$ cat src/lbg_pkg.sv
`timescale 1ns / 1ps
// lbg_pkg: shared types, register indexes, reciprocal constants and palette tables
// for the LED bar gradient renderer. No dependencies.
package lbg_pkg;

	localparam int LED_COUNT_DEF = 16;
	localparam int CFG_IDX_W     = 3;
	localparam int CFG_DATA_W    = 11;

	localparam logic [CFG_IDX_W-1:0] REG_MODE      = 3'd0;
	localparam logic [CFG_IDX_W-1:0] REG_TEMP_LOW  = 3'd1;
	localparam logic [CFG_IDX_W-1:0] REG_TEMP_HIGH = 3'd2;
	localparam logic [CFG_IDX_W-1:0] REG_HUM_LOW   = 3'd3;
	localparam logic [CFG_IDX_W-1:0] REG_HUM_HIGH  = 3'd4;
	localparam logic [CFG_IDX_W-1:0] REG_BRIGHT    = 3'd5;

	localparam int FULL_SCALE = 1000;

	// floor(x / 10000) for x < 2**21
	localparam logic [20:0] RCP_10K    = 21'd1717987;
	localparam int          RCP_10K_SH = 34;
	// floor(x / 1000) for x <= 64000
	localparam logic [16:0] RCP_1K_LO    = 17'd67109;
	localparam int          RCP_1K_LO_SH = 26;
	// floor(x / 1000) for x < 2**18
	localparam logic [18:0] RCP_1K    = 19'd268436;
	localparam int          RCP_1K_SH = 28;

	// channel 0 red, 1 green, 2 blue
	typedef logic [2:0][7:0] rgb_t;

	typedef struct packed {
		logic              quantity_mode;
		logic signed [10:0] temp_low_limit;
		logic signed [10:0] temp_high_limit;
		logic signed [10:0] hum_low_limit;
		logic signed [10:0] hum_high_limit;
		logic        [9:0]  brightness_permille;
	} cfg_t;

	typedef struct packed {
		logic [5:0] active;
		rgb_t       part;
	} frame_t;

	function automatic rgb_t mk_rgb(input logic [7:0] r, input logic [7:0] g,
			input logic [7:0] b);
		return {b, g, r};
	endfunction

	function automatic logic [2:0] pal_segs(input logic hum);
		return hum ? 3'd4 : 3'd3;
	endfunction

	function automatic rgb_t pal_color(input logic hum, input logic [2:0] idx);
		rgb_t c;
		c = '0;
		if (hum) begin
			unique case (idx)
				3'd0:    c = mk_rgb(8'd0,   8'd0, 8'd255);
				3'd1:    c = mk_rgb(8'd64,  8'd0, 8'd255);
				3'd2:    c = mk_rgb(8'd128, 8'd0, 8'd255);
				3'd3:    c = mk_rgb(8'd192, 8'd0, 8'd255);
				default: c = mk_rgb(8'd255, 8'd0, 8'd255);
			endcase
		end else begin
			unique case (idx)
				3'd0:    c = mk_rgb(8'd0,   8'd255, 8'd0);
				3'd1:    c = mk_rgb(8'd255, 8'd255, 8'd0);
				3'd2:    c = mk_rgb(8'd255, 8'd128, 8'd0);
				default: c = mk_rgb(8'd255, 8'd0,   8'd0);
			endcase
		end
		return c;
	endfunction

endpackage

$ cat src/led_bar_gradient_renderer.sv
`timescale 1ns / 1ps
// led_bar_gradient_renderer: top level with the configuration registers and stream ports.
// Depends on lbg_pkg, lbg_level and lbg_pixel.
//
// Each accepted reading (whole part and millionths) yields LED_COUNT pixels, led_index 0
// first, tlast on the final one. Readings flow through a 24-stage pipeline (reciprocal
// divide to hundredths, range check, 10-stage restoring divider for the fill level, then
// active LED and palette blend) and a 4-stage pixel pipeline that dims each channel. The
// output port carries one pixel per cycle while m_axis_tready is high; a new reading is
// taken while the previous frame is still streaming out. Write the configuration only
// while no frame is in flight.
module led_bar_gradient_renderer #(
	parameter int LED_COUNT = lbg_pkg::LED_COUNT_DEF
) (
	input  logic                            clk,
	input  logic                            arst_n,
	input  logic                            s_axis_tvalid,
	output logic                            s_axis_tready,
	input  logic [31:0]                     s_axis_tdata,  // reading_whole, reading_micro
	output logic                            m_axis_tvalid,
	input  logic                            m_axis_tready,
	output logic [31:0]                     m_axis_tdata,  // led_index, red, green, blue
	output logic                            m_axis_tlast,
	input  logic                            cfg_valid,
	output logic                            cfg_ready,
	input  logic [lbg_pkg::CFG_IDX_W-1:0]  cfg_index,
	input  logic [lbg_pkg::CFG_DATA_W-1:0] cfg_data
);
	import lbg_pkg::*;

	cfg_t cfg_q;

	assign cfg_ready = 1'b1;

	always_ff @(posedge clk or negedge arst_n) begin
		if (!arst_n) begin
			cfg_q.quantity_mode       <= 1'b0;
			cfg_q.temp_low_limit      <= 11'sd15;
			cfg_q.temp_high_limit     <= 11'sd35;
			cfg_q.hum_low_limit       <= 11'sd0;
			cfg_q.hum_high_limit      <= 11'sd100;
			cfg_q.brightness_permille <= 10'd100;
		end else if (cfg_valid) begin
			unique case (cfg_index)
				REG_MODE:      cfg_q.quantity_mode       <= cfg_data[0];
				REG_TEMP_LOW:  cfg_q.temp_low_limit      <= cfg_data;
				REG_TEMP_HIGH: cfg_q.temp_high_limit     <= cfg_data;
				REG_HUM_LOW:   cfg_q.hum_low_limit       <= cfg_data;
				REG_HUM_HIGH:  cfg_q.hum_high_limit      <= cfg_data;
				REG_BRIGHT:    cfg_q.brightness_permille <= cfg_data[9:0];
				default: ;
			endcase
		end
	end

	logic   frame_valid;
	logic   frame_take;
	frame_t frame;

	lbg_level #(
		.LED_COUNT(LED_COUNT)
	) u_level (
		.clk         (clk),
		.arst_n      (arst_n),
		.cfg         (cfg_q),
		.in_valid    (s_axis_tvalid),
		.in_ready    (s_axis_tready),
		.whole       ($signed(s_axis_tdata[10:0])),
		.micro       ($signed(s_axis_tdata[31:11])),
		.frame_valid (frame_valid),
		.frame_take  (frame_take),
		.frame       (frame)
	);

	logic [5:0] led_index;
	logic [7:0] red;
	logic [7:0] green;
	logic [7:0] blue;

	lbg_pixel #(
		.LED_COUNT(LED_COUNT)
	) u_pixel (
		.clk         (clk),
		.arst_n      (arst_n),
		.cfg         (cfg_q),
		.frame_valid (frame_valid),
		.frame_take  (frame_take),
		.frame       (frame),
		.out_valid   (m_axis_tvalid),
		.out_ready   (m_axis_tready),
		.led_index   (led_index),
		.red         (red),
		.green       (green),
		.blue        (blue),
		.last_pixel  (m_axis_tlast)
	);

	assign m_axis_tdata = {2'b00, blue, green, red, led_index};

endmodule

$ cat src/lbg_level.sv
`timescale 1ns / 1ps
// lbg_level: per-reading pipeline, from reading to fill level, active LED and
// blended color of the active LED. Depends on lbg_pkg.
module lbg_level #(
	parameter int LED_COUNT = lbg_pkg::LED_COUNT_DEF
) (
	input  logic               clk,
	input  logic               arst_n,
	input  lbg_pkg::cfg_t      cfg,
	input  logic               in_valid,
	output logic               in_ready,
	input  logic signed [10:0] whole,
	input  logic signed [20:0] micro,
	output logic               frame_valid,
	input  logic               frame_take,
	output lbg_pkg::frame_t    frame
);
	import lbg_pkg::*;

	localparam int DIV_STEPS = 10;
	localparam int DIV_BASE  = 5;
	localparam int TAIL      = DIV_BASE + DIV_STEPS;
	localparam int NSTG      = TAIL + 9;
	localparam int SCALED_W  = $clog2(FULL_SCALE * LED_COUNT + 1);
	localparam int AP_W      = RCP_1K_LO_SH + 7;
	localparam logic [5:0] LAST_IDX = 6'(LED_COUNT - 1);

	logic adv;
	logic [NSTG:1] vld_s;

	logic signed [17:0] base_q;
	logic signed [17:0] top_q;
	logic        [17:0] span_q;
	logic               span_pos_q;

	logic signed [10:0] lo_c;
	logic signed [10:0] hi_c;
	logic signed [19:0] span_c;

	always_comb begin
		lo_c   = cfg.quantity_mode ? cfg.hum_low_limit  : cfg.temp_low_limit;
		hi_c   = cfg.quantity_mode ? cfg.hum_high_limit : cfg.temp_high_limit;
		span_c = (20'(hi_c) - 20'(lo_c)) * 20'sd100;
	end

	always_ff @(posedge clk) begin
		base_q     <= lo_c * 18'sd100;
		top_q      <= hi_c * 18'sd100;
		span_q     <= span_c[17:0];
		span_pos_q <= span_c > 20'sd0;
	end

	assign adv         = !vld_s[NSTG] || frame_take;
	assign in_ready    = adv;
	assign frame_valid = vld_s[NSTG];

	always_ff @(posedge clk or negedge arst_n) begin
		if (!arst_n) begin
			vld_s <= '0;
		end else if (adv) begin
			vld_s <= {vld_s[NSTG-1:1], in_valid};
		end
	end

	// reading to hundredths
	logic signed [10:0] whole_s1, whole_s2;
	logic               mneg_s1, mneg_s2;
	logic        [20:0] mabs_s1;
	logic        [41:0] mprod_s2;
	logic signed [17:0] centi_s3;

	logic        [6:0]  mq_c;
	logic signed [17:0] mqs_c;
	logic signed [17:0] w100_c;

	always_comb begin
		mq_c   = mprod_s2[RCP_10K_SH +: 7];
		mqs_c  = mneg_s2 ? -$signed({11'b0, mq_c}) : $signed({11'b0, mq_c});
		w100_c = whole_s2 * 18'sd100;
	end

	// range check and numerator
	logic               zero_s4, full_s4;
	logic        [17:0] diff_s4;
	logic               ovr_s5, ovrf_s5;
	logic        [27:0] num_s5;
	logic signed [18:0] dif_c;

	assign dif_c = 19'(centi_s3) - 19'(base_q);

	always_ff @(posedge clk) begin
		if (adv) begin
			whole_s1 <= whole;
			mneg_s1  <= micro[20];
			mabs_s1  <= micro[20] ? 21'(-micro) : 21'(micro);

			whole_s2 <= whole_s1;
			mneg_s2  <= mneg_s1;
			mprod_s2 <= 42'(mabs_s1) * 42'(RCP_10K);

			centi_s3 <= w100_c + mqs_c;

			zero_s4  <= !span_pos_q || (centi_s3 <= base_q);
			full_s4  <= centi_s3 >= top_q;
			diff_s4  <= dif_c[17:0];

			ovr_s5   <= zero_s4 || full_s4;
			ovrf_s5  <= !zero_s4 && full_s4;
			num_s5   <= (zero_s4 || full_s4) ? 28'd0 : 28'(diff_s4) * 28'd1000;
		end
	end

	// restoring divider, one quotient bit per stage
	logic [27:0] dv_rem_s  [DIV_STEPS];
	logic [9:0]  dv_q_s    [DIV_STEPS];
	logic        dv_ovr_s  [DIV_STEPS];
	logic        dv_ovrf_s [DIV_STEPS];

	for (genvar k = 0; k < DIV_STEPS; k++) begin : g_div
		logic [27:0] rem_in;
		logic [27:0] trial;
		logic [9:0]  q_in;
		logic        ovr_in;
		logic        ovrf_in;

		if (k == 0) begin : g_first
			assign rem_in  = num_s5;
			assign q_in    = '0;
			assign ovr_in  = ovr_s5;
			assign ovrf_in = ovrf_s5;
		end else begin : g_next
			assign rem_in  = dv_rem_s[k-1];
			assign q_in    = dv_q_s[k-1];
			assign ovr_in  = dv_ovr_s[k-1];
			assign ovrf_in = dv_ovrf_s[k-1];
		end

		assign trial = 28'(span_q) << (DIV_STEPS - 1 - k);

		always_ff @(posedge clk) begin
			if (adv) begin
				dv_ovr_s[k]  <= ovr_in;
				dv_ovrf_s[k] <= ovrf_in;
				if (rem_in >= trial) begin
					dv_rem_s[k] <= rem_in - trial;
					dv_q_s[k]   <= q_in | (10'd1 << (DIV_STEPS - 1 - k));
				end else begin
					dv_rem_s[k] <= rem_in;
					dv_q_s[k]   <= q_in;
				end
			end
		end
	end

	// active LED, position within it, palette segment, blend
	logic [SCALED_W-1:0] scaled_s16, scaled_s17;
	logic [AP_W-1:0]     aprod_s17;
	logic [5:0]          act_s18, act_s19, act_s20, act_s21, act_s22, act_s23, act_s24;
	logic [9:0]          within_s18;
	logic [11:0]         wseg_s19;
	rgb_t                a_s20, a_s21, a_s22, a_s23;
	logic signed [2:0][8:0] d_s20;
	logic [9:0]          frac_s20;
	logic signed [2:0][19:0] p_s21;
	logic [2:0]          neg_s22, neg_s23;
	logic [2:0][17:0]    mag_s22;
	logic [2:0][36:0]    mp_s23;
	rgb_t                part_s24;

	logic [9:0]          level_c;
	logic [6:0]          araw_c;
	logic [5:0]          act_c;
	logic [SCALED_W-1:0] within_c;
	logic [2:0]          segs_c;
	logic [2:0]          seg_c;
	logic [9:0]          frac_c;
	logic                at_end_c;
	rgb_t                pa_c, pb_c;
	logic signed [2:0][8:0] d_c;
	logic [2:0][19:0]    pabs_c;
	logic [2:0][8:0]     q_c;
	logic signed [2:0][8:0] sum_c;

	always_comb begin
		if (dv_ovr_s[DIV_STEPS-1]) begin
			level_c = dv_ovrf_s[DIV_STEPS-1] ? 10'd1000 : 10'd0;
		end else begin
			level_c = dv_q_s[DIV_STEPS-1];
		end

		araw_c   = aprod_s17[RCP_1K_LO_SH +: 7];
		act_c    = (araw_c > {1'b0, LAST_IDX}) ? LAST_IDX : araw_c[5:0];
		within_c = scaled_s17 - SCALED_W'(act_c) * SCALED_W'(FULL_SCALE);

		segs_c = pal_segs(cfg.quantity_mode);
		priority if (wseg_s19 >= 12'd4000) begin
			seg_c  = 3'd4;
			frac_c = 10'(wseg_s19 - 12'd4000);
		end else if (wseg_s19 >= 12'd3000) begin
			seg_c  = 3'd3;
			frac_c = 10'(wseg_s19 - 12'd3000);
		end else if (wseg_s19 >= 12'd2000) begin
			seg_c  = 3'd2;
			frac_c = 10'(wseg_s19 - 12'd2000);
		end else if (wseg_s19 >= 12'd1000) begin
			seg_c  = 3'd1;
			frac_c = 10'(wseg_s19 - 12'd1000);
		end else begin
			seg_c  = 3'd0;
			frac_c = 10'(wseg_s19);
		end
		at_end_c = seg_c >= segs_c;
		pa_c     = pal_color(cfg.quantity_mode, at_end_c ? segs_c : seg_c);
		pb_c     = pal_color(cfg.quantity_mode, seg_c + 3'd1);

		for (int c = 0; c < 3; c++) begin
			d_c[c]    = at_end_c ? 9'sd0
			                     : $signed({1'b0, pb_c[c]}) - $signed({1'b0, pa_c[c]});
			pabs_c[c] = p_s21[c][19] ? 20'(-p_s21[c]) : 20'(p_s21[c]);
			q_c[c]    = {1'b0, mp_s23[c][RCP_1K_SH +: 8]};
			sum_c[c]  = $signed({1'b0, a_s23[c]})
			            + (neg_s23[c] ? -$signed(q_c[c]) : $signed(q_c[c]));
		end
	end

	always_ff @(posedge clk) begin
		if (adv) begin
			scaled_s16 <= SCALED_W'(level_c) * SCALED_W'(LED_COUNT);

			scaled_s17 <= scaled_s16;
			aprod_s17  <= AP_W'(scaled_s16) * AP_W'(RCP_1K_LO);

			act_s18    <= act_c;
			within_s18 <= within_c[9:0];

			act_s19    <= act_s18;
			wseg_s19   <= 12'(within_s18) * 12'(pal_segs(cfg.quantity_mode));

			act_s20    <= act_s19;
			a_s20      <= pa_c;
			d_s20      <= d_c;
			frac_s20   <= frac_c;

			act_s21    <= act_s20;
			a_s21      <= a_s20;
			for (int c = 0; c < 3; c++) begin
				p_s21[c] <= 20'($signed(d_s20[c])) * $signed({10'b0, frac_s20});
			end

			act_s22    <= act_s21;
			a_s22      <= a_s21;
			for (int c = 0; c < 3; c++) begin
				neg_s22[c] <= p_s21[c][19];
				mag_s22[c] <= pabs_c[c][17:0];
			end

			act_s23    <= act_s22;
			a_s23      <= a_s22;
			neg_s23    <= neg_s22;
			for (int c = 0; c < 3; c++) begin
				mp_s23[c] <= 37'(mag_s22[c]) * 37'(RCP_1K);
			end

			act_s24    <= act_s23;
			for (int c = 0; c < 3; c++) begin
				part_s24[c] <= sum_c[c][7:0];
			end
		end
	end

	assign frame.active = act_s24;
	assign frame.part   = part_s24;

endmodule

$ cat src/lbg_pixel.sv
`timescale 1ns / 1ps
// lbg_pixel: walks the LEDs of one frame, picks each pixel's color and dims it.
// Depends on lbg_pkg.
module lbg_pixel #(
	parameter int LED_COUNT = lbg_pkg::LED_COUNT_DEF
) (
	input  logic            clk,
	input  logic            arst_n,
	input  lbg_pkg::cfg_t   cfg,
	input  logic            frame_valid,
	output logic            frame_take,
	input  lbg_pkg::frame_t frame,
	output logic            out_valid,
	input  logic            out_ready,
	output logic [5:0]      led_index,
	output logic [7:0]      red,
	output logic [7:0]      green,
	output logic [7:0]      blue,
	output logic            last_pixel
);
	import lbg_pkg::*;

	localparam logic [5:0] LAST_IDX = 6'(LED_COUNT - 1);

	frame_t     cur_q;
	logic       cur_v_q;
	logic [5:0] cnt_q;
	logic [4:1] vld_s;
	logic       adv;
	logic       issue;
	logic       done;

	assign adv        = !vld_s[4] || out_ready;
	assign issue      = cur_v_q && adv;
	assign done       = issue && (cnt_q == LAST_IDX);
	assign frame_take = frame_valid && (!cur_v_q || done);

	always_ff @(posedge clk or negedge arst_n) begin
		if (!arst_n) begin
			cur_v_q <= 1'b0;
			cnt_q   <= '0;
			vld_s   <= '0;
		end else begin
			if (frame_take) begin
				cur_v_q <= 1'b1;
			end else if (done) begin
				cur_v_q <= 1'b0;
			end
			if (issue) begin
				cnt_q <= done ? 6'd0 : cnt_q + 6'd1;
			end
			if (adv) begin
				vld_s <= {vld_s[3:1], issue};
			end
		end
	end

	always_ff @(posedge clk) begin
		if (frame_take) begin
			cur_q <= frame;
		end
	end

	logic [9:0] bright_c;
	rgb_t       col_c;

	always_comb begin
		bright_c = (cfg.brightness_permille > 10'd1000) ? 10'd1000 : cfg.brightness_permille;
		priority if (cnt_q < cur_q.active) begin
			col_c = pal_color(cfg.quantity_mode, pal_segs(cfg.quantity_mode));
		end else if (cnt_q == cur_q.active) begin
			col_c = cur_q.part;
		end else begin
			col_c = '0;
		end
	end

	logic [5:0]       idx_s1, idx_s2, idx_s3, idx_s4;
	logic             last_s1, last_s2, last_s3, last_s4;
	rgb_t             col_s1;
	logic [2:0][17:0] dp_s2;
	logic [2:0][36:0] rp_s3;
	rgb_t             out_s4;

	always_ff @(posedge clk) begin
		if (adv) begin
			idx_s1  <= cnt_q;
			last_s1 <= cnt_q == LAST_IDX;
			col_s1  <= col_c;

			idx_s2  <= idx_s1;
			last_s2 <= last_s1;
			for (int c = 0; c < 3; c++) begin
				dp_s2[c] <= 18'(col_s1[c]) * 18'(bright_c);
			end

			idx_s3  <= idx_s2;
			last_s3 <= last_s2;
			for (int c = 0; c < 3; c++) begin
				rp_s3[c] <= 37'(dp_s2[c]) * 37'(RCP_1K);
			end

			idx_s4  <= idx_s3;
			last_s4 <= last_s3;
			for (int c = 0; c < 3; c++) begin
				out_s4[c] <= rp_s3[c][RCP_1K_SH +: 8];
			end
		end
	end

	assign out_valid  = vld_s[4];
	assign led_index  = idx_s4;
	assign last_pixel = last_s4;
	assign red        = out_s4[0];
	assign green      = out_s4[1];
	assign blue       = out_s4[2];

endmodule

$ cat config.mk
export PLATFORM = sky130hd
export DESIGN_NAME = led_bar_gradient_renderer
export DESIGN_NICKNAME = d
export VERILOG_FILES = /design/src/lbg_pkg.sv /design/src/led_bar_gradient_renderer.sv /design/src/lbg_level.sv /design/src/lbg_pixel.sv
export SDC_FILE = /design/constraint.sdc
export NUM_CORES = 2
export LEC_CHECK = 0
export BUFFER_PORTS_ARGS = -buffer_cell sky130_fd_sc_hd__buf_4
export CAP_MARGIN = 20
export CORE_MARGIN = 2
export CORE_UTILIZATION = 60
export DETAILED_ROUTE_END_ITERATION = 10
export HOLD_SLACK_MARGIN = 0.12
export PLACE_DENSITY = 0.76
export SLEW_MARGIN = 10
export SYNTH_ARGS = -nofsm -noshare
export SYNTH_HDL_FRONTEND = slang
export SYNTH_HIERARCHICAL = 1
export SYNTH_SLANG_ARGS = --single-unit
$ cat constraint.sdc
create_clock -name clk -period 46.7 [get_ports clk]
set_input_delay 2.335 -clock clk [delete_from_list [all_inputs] [get_ports clk]]
set_output_delay 2.335 -clock clk [all_outputs]
set_load 0.01 [all_outputs]
# Word level (Yosys, flattened, before mapping)
# Memories as Yosys holds them, arrays and structs flattened.
# Cells that the tools add are included.
[totals] word_cells=356 mem_bits_rw=400 register_bits=1041 output_inout_bits=36 n_memories=4 input_bits=51
[mem_list] memory="u_level.dv_rem_s" words=10 word_bits=28 rd=9 rd_clocked_by_memory_dff=0 write_ports=10 line_no="lbg_level.sv:114" rtl="logic [27:0] dv_rem_s [DIV_STEPS];"
[mem_list] memory="u_level.dv_q_s" words=10 word_bits=10 rd=10 rd_clocked_by_memory_dff=0 write_ports=10 line_no="lbg_level.sv:115" rtl="logic [9:0] dv_q_s [DIV_STEPS];"
[mem_list] memory="u_level.dv_ovr_s" words=10 word_bits=1 rd=10 rd_clocked_by_memory_dff=0 write_ports=10 line_no="lbg_level.sv:116" rtl="logic dv_ovr_s [DIV_STEPS];"
[mem_list] memory="u_level.dv_ovrf_s" words=10 word_bits=1 rd=10 rd_clocked_by_memory_dff=0 write_ports=10 line_no="lbg_level.sv:117" rtl="logic dv_ovrf_s [DIV_STEPS];"
[op_classes] mul=21 n_mux=120 magnitude_cmp=21 n_reduce_logical=25 bitwise=20 add_sub_neg=34 n_eq_ne=16
[op_table] cell="$mux W28" count=10
[op_table] cell="$mul A18 B17 Y34 const B" count=6
[op_table] cell="$mux W10" count=17
[op_table] cell="$pmux W16 S3" count=3
[op_table] cell="$mux W24" count=5
[op_table] cell="$pmux W8 S4" count=3
[op_table] cell="$mux W18" count=4
[op_table] cell="$mux W1" count=65
[op_table] cell="$mul A9 B11 Y20" count=3
[op_table] cell="$mul A8 B10 Y18" count=3
[op_table] cell="$neg A18 Y18" count=3
[op_table] cell="$mul A11 B6 Y16 const B" count=3
[op_table] cell="$mul A21 B21 Y41 const B" count=1
[op_table] cell="$sub A10 B10 Y10 const B" count=4
[op_table] cell="$ge A28 B18 Y1" count=1
[op_table] cell="$ge A28 B19 Y1" count=1
[op_table] cell="$ge A28 B20 Y1" count=1
[op_table] cell="$ge A28 B21 Y1" count=1
[op_table] cell="$ge A28 B22 Y1" count=1
[op_table] cell="$ge A28 B23 Y1" count=1
[op_table] cell="$ge A28 B24 Y1" count=1
[op_table] cell="$ge A28 B25 Y1" count=1
[op_table] cell="$ge A28 B26 Y1" count=1
[op_table] cell="$ge A28 B27 Y1" count=1
[op_table] cell="other kinds (55)" count=117

# Logic depth before layout (Yosys ltp)
[logic_depth] ltp_word=11 depth_mapped=27 depth_no_buf=24

# Modules after synthesis
# Netlist, hierarchy kept.
[modules_own_cells] module="lbg_level" seq_area_each_um2=21520.6 n_inst=1 cells_each=6276 area_per_inst_um2=67005.5
[modules_own_cells] module="lbg_pixel" seq_area_each_um2=5800.6 n_inst=1 cells_each=2340 area_per_inst_um2=25140.4
[modules_own_cells] module="led_bar_gradient_renderer" seq_area_each_um2=1392.6 n_inst=1 cells_each=126 area_per_inst_um2=2262.2

# Worst setup path after synthesis
# Ideal clock, no wire load.
[synth_timing] path_kind="input to output" startpoint="in m_axis_tready" endpoint="out s_axis_tready" stages=9 path_buffers=2 required_ps=44365 slack_ps=17278 arrival_time_ps=27087 cell_sequence="nand2b_1 > clkbuf_1 > and2_1 > nand2_1 > o41ai_1 > and2_1 > nor2b_1 > clkinv_1 > clkbuf_1"
[synth_between] elab_chain_len=6
[synth_lines] item="start, declared" line_no="led_bar_gradient_renderer.sv:21" rtl="input logic m_axis_tready,"
[synth_lines] item="$logic_or A1 B1 Y1" line_no="lbg_pixel.sv:33" rtl="assign adv = !vld_s[4] || out_ready;"
[synth_lines] item="$logic_and A1 B1 Y1" line_no="lbg_pixel.sv:34" rtl="assign issue = cur_v_q && adv;"
[synth_lines] item="$logic_and A1 B1 Y1" line_no="lbg_pixel.sv:35" rtl="assign done = issue && (cnt_q == LAST_IDX);"
[synth_lines] item="$logic_or A1 B1 Y1" line_no="lbg_pixel.sv:36" rtl="assign frame_take = frame_valid && (!cur_v_q || done);"
[synth_lines] item="$logic_and A1 B1 Y1" line_no="lbg_pixel.sv:36"
[synth_lines] item="net frame_take" line_no="led_bar_gradient_renderer.sv:57" rtl="logic frame_take;"
[synth_lines] item="$logic_or A1 B1 Y1" line_no="lbg_level.sv:53" rtl="assign adv = !vld_s[NSTG] || frame_take;"
[synth_lines] item="end, declared" line_no="led_bar_gradient_renderer.sv:18" rtl="output logic s_axis_tready,"
# The timed path passes the listed nets, and every way through them passes these cells.

# Worst setup path in the final report
# Ends and elaborated chain as after synthesis.

==> run summary <==
Once detail routing completed, the nets flagged for antenna violations numbered 0. In the post-synthesis netlist, the biggest area contributors are sky130_fd_sc_hd__edfxtp_1, sky130_fd_sc_hd__ha_1, sky130_fd_sc_hd__fa_1. The run finished with clean final reports.

The number of max-slew violations in the final report was 0. During placement, the flow inserted port buffers numbering 83. TritonCTS built the clock tree. The run gives 0.72 ns as the clock latency on the worst-skew pair.

The tool flagged a number of max-cap violations equal to 0. The filler cells instantiated in the layout total 11.8k. After detailed placement, the design holds a cell count of 10.8k. The core area was 0.156 mm²; the count of different cell masters after synthesis was 95.

For the initial antenna violation count, the log shows 2. The number of setup buffers added after CTS came out at 0. The site row count is 145. After synthesis the netlist holds a flip-flop and latch count of 987.

The maximum number of pins on one net before global-route repair was 181; the starting density of the core was 60.4%. In the final routed layout, each cell accounts on average for 17.2 µm. Setup violations remaining at the end of the flow were counted as 0. The critical-path maximum fanout was 90; the transition time at the pin with the least slew margin was 1.05 ns. In this run the tightest slew margin relative to its limit is 30.2%.

The final wirelength is 190 mm, and the share of the core filled with cells is 64.9%. For flop-to-flop paths, the worst setup slack is 39.90 ns. The number of cells traversed by the worst hold path works out to 0. The count of nets after finishing is 11.5k, and the H-tree depth reported by CTS is 3.

The via density per instance is 5.62, and the arrival time of the worst setup path is 4.56 ns. The capturing element type of the critical path was an output port. In this run the clock root is driven by a sky130_fd_sc_hd__clkbuf_16. After clock tree synthesis, the clock-pin slew on the worst setup and hold paths is 0.06 ns. The number of buffers added by the clock tree synthesis step was 109; the count of mapped cells out of synthesis was 8742. For the routability congestion estimate, the log shows 0.941.

The count of cells in the finished layout, fillers not included, comes to 11.0k. At the worst endpoint, the required time is 44.37 ns. Hold violation count in the final report: 0.

By instance count, the leading cell after synthesis is sky130_fd_sc_hd__ha_1. The commonest cells after synthesis are sky130_fd_sc_hd__ha_1, sky130_fd_sc_hd__inv_1, sky130_fd_sc_hd__edfxtp_1. The floorplan step defined a die boundary enclosing 0.161 mm². Kind of start point of the critical path: an input pin.

Summing the sequential cell areas from Yosys gives 30.4% of the chip area. Across the whole layout, storage elements account for 0.0287 mm². The run gives 320 mm as the first-pass GRT wire length. The biggest area consumer among synthesized cells was sky130_fd_sc_hd__edfxtp_1. Averaged over all synthesized cells, the footprint is 10.8 µm².

The clock sink total is 987, and the combined global-route utilization of all metal layers is 24.2%. After the first detailed-routing iteration, the DRC count stood at 3431. The logs give 152 mm for the detailed-placement wirelength estimate and 6 for the length of the first detailed-routing pass in iterations.

The via count of the first global-routing pass came out at 65.7k. From synthesis to final layout, the design area changed by 7.37%. The post-route netlist has 5.05% of its cells at a drive strength greater than 1. In this run the vertical extent of the chip is 401 µm. Summing all multi-input logic gate instances after layout gives 0.0593 mm². In this run the worst hold path is classified as reg -> reg.

Worst setup path category: in -> out. In the synthesized netlist the dominant register cell turns out to be sky130_fd_sc_hd__edfxtp_1. Setup repair after global routing left no endpoint under its margin. On the final layout, the worst clock skew is 0.0337 ns. Of the available clock period, the critical path in the final layout requires 14.8%.

The Yosys step of the flow raised 6 warnings. The die width was 401 µm; the count of unresolved DRC violations after routing was 0. For the hold buffer count at cts, the log shows 0.

The tools report the maximum buffer depth of the clock tree as 3. The achievable clock frequency was 145 MHz; the share of synthesized registers carrying an async set or reset was 9.12%. The clock period minus worst slack was 6.89 ns. The cell depth of the worst flop-to-flop path is 24, and the top-level port count is 87. After global routing the overflow that remains totals 0.

Detailed routing inserted a total of 62.0k vias. Yosys mapped a number of flops with a built-in enable equal to 848. Once the clock tree was built, the resizer swapped 0 gates to a different size. Summed over all failing endpoints, the final setup total negative slack is 0 ns. The mapped netlist covers 0.0944 mm². Summed over its instances, the top area cell type makes up 27.0% of the synthesized netlist area.
[metal layers]
layer	routed length, µm	GRT usage [%]
met5	13	0
met4	5740	7.33
met3	7480	3.03
met2	96000	43.4
met1	81200	30.3
[cell type report]
class	instances	share of cell area (%)
clock inverters	69	0.700
flip-flops and latches	987	28.3
diodes	1	0.00247
well taps	2058	2.54
multi-input cells	6061	58.5
clock buffers	137	2.99
repair buffers	116	0.906
inverters	1617	6.00
[final timing paths]
kind	start	end
min in group asynchronous	arst_n	u_level/vld_s[8]
min	u_level/act_s19[0]	u_level/act_s20[0]
min reg2reg	u_level/act_s19[0]	u_level/act_s20[0]
max reg2reg	cfg_q[54]	u_level/span_pos_q
max in group asynchronous	arst_n	cfg_q[54]
max	m_axis_tready	s_axis_tready
[state kept, by name, indices dropped and copies added, names as in the netlist, 16 cells and up]
register              cells
u_level/frame            24
u_level/top_q            16
u_level/base_q           16
u_level/vld_s            24
u_level/centi_s3         18
u_level/g_div.rem_in     25
u_level/dv_q_s           55
u_level/mabs_s1          21
u_pixel/col_s1           24
u_level/dv_rem_s        225
u_level/mag_s22          41
u_level/p_s21            41
u_level/diff_s4          18
u_pixel/rp_s3            24
u_level/mp_s23           24
cfg_q                    55
u_pixel/cur_q            30
u_level/span_q           16
u_pixel/dp_s2            54
[metrics by stage]
| stage | hold WS [ns] | setup slack [ns] | cell area, µm² |
|---|---|---|---|
| after CTS | 0.398 | 39.81 | 101000 |
| final | 0.407 | 39.81 | 101000 |
| after global routing | 0.412 | 39.50 | 101000 |
| after detailed placement | 0.405 | 39.55 | 97600 |
| after floorplan | 0.400 | 17.28 | 94500 |
| after global placement | 0.400 | 39.67 | 97600 |
[critical path, stage by stage]
cell and delay [ns]:
sky130_fd_sc_hd__buf_4 0.08, sky130_fd_sc_hd__nand2b_4 0.14, sky130_fd_sc_hd__and2_1 0.20, sky130_fd_sc_hd__nand2_1 0.15, sky130_fd_sc_hd__o41ai_1 0.47, sky130_fd_sc_hd__and2_1 0.27, sky130_fd_sc_hd__nor2b_4 0.09, sky130_fd_sc_hd__inv_8 0.43
sky130_fd_sc_hd__buf_4 0.24
[cell usage in the layout, fill, tap and decap left out, drive strengths merged, types with 56 or more instances in the layout]
cell,netlist,layout
buf,22,116
o21bai,56,56
a21o,163,163
nand3,84,84
nand2b,76,76
dfrtp,77,77
mux2,88,88
nor2b,96,96
a21oi,374,374
clkbuf,81,137
nor2,360,360
xnor2,341,341
nand2,412,412
ha,1777,1777
edfxtp,848,848
o21a,57,57
and3,94,94
inv,1616,1623
xor2,154,154
and2,198,198
fa,741,741
o21ai,242,242
nor3,121,121
[kinds of logic after synthesis]
logic type               after synthesis  synth area share, %
buffers and inverters               1720                 6.89
flip-flops                           987                 30.4
multiplexers                         113                 1.43
other                                  4               0.0159
AO/OA/AOI/OAI                       1234                 8.45
adder cells (fa/ha/maj)             2518                 39.3
AND/OR/NAND/NOR                     1671                 8.94
XOR/XNOR                             495                 4.59
Power is not shown: default switching activity piles up to over one toggle a cycle in this logic, so the estimate is an artifact.
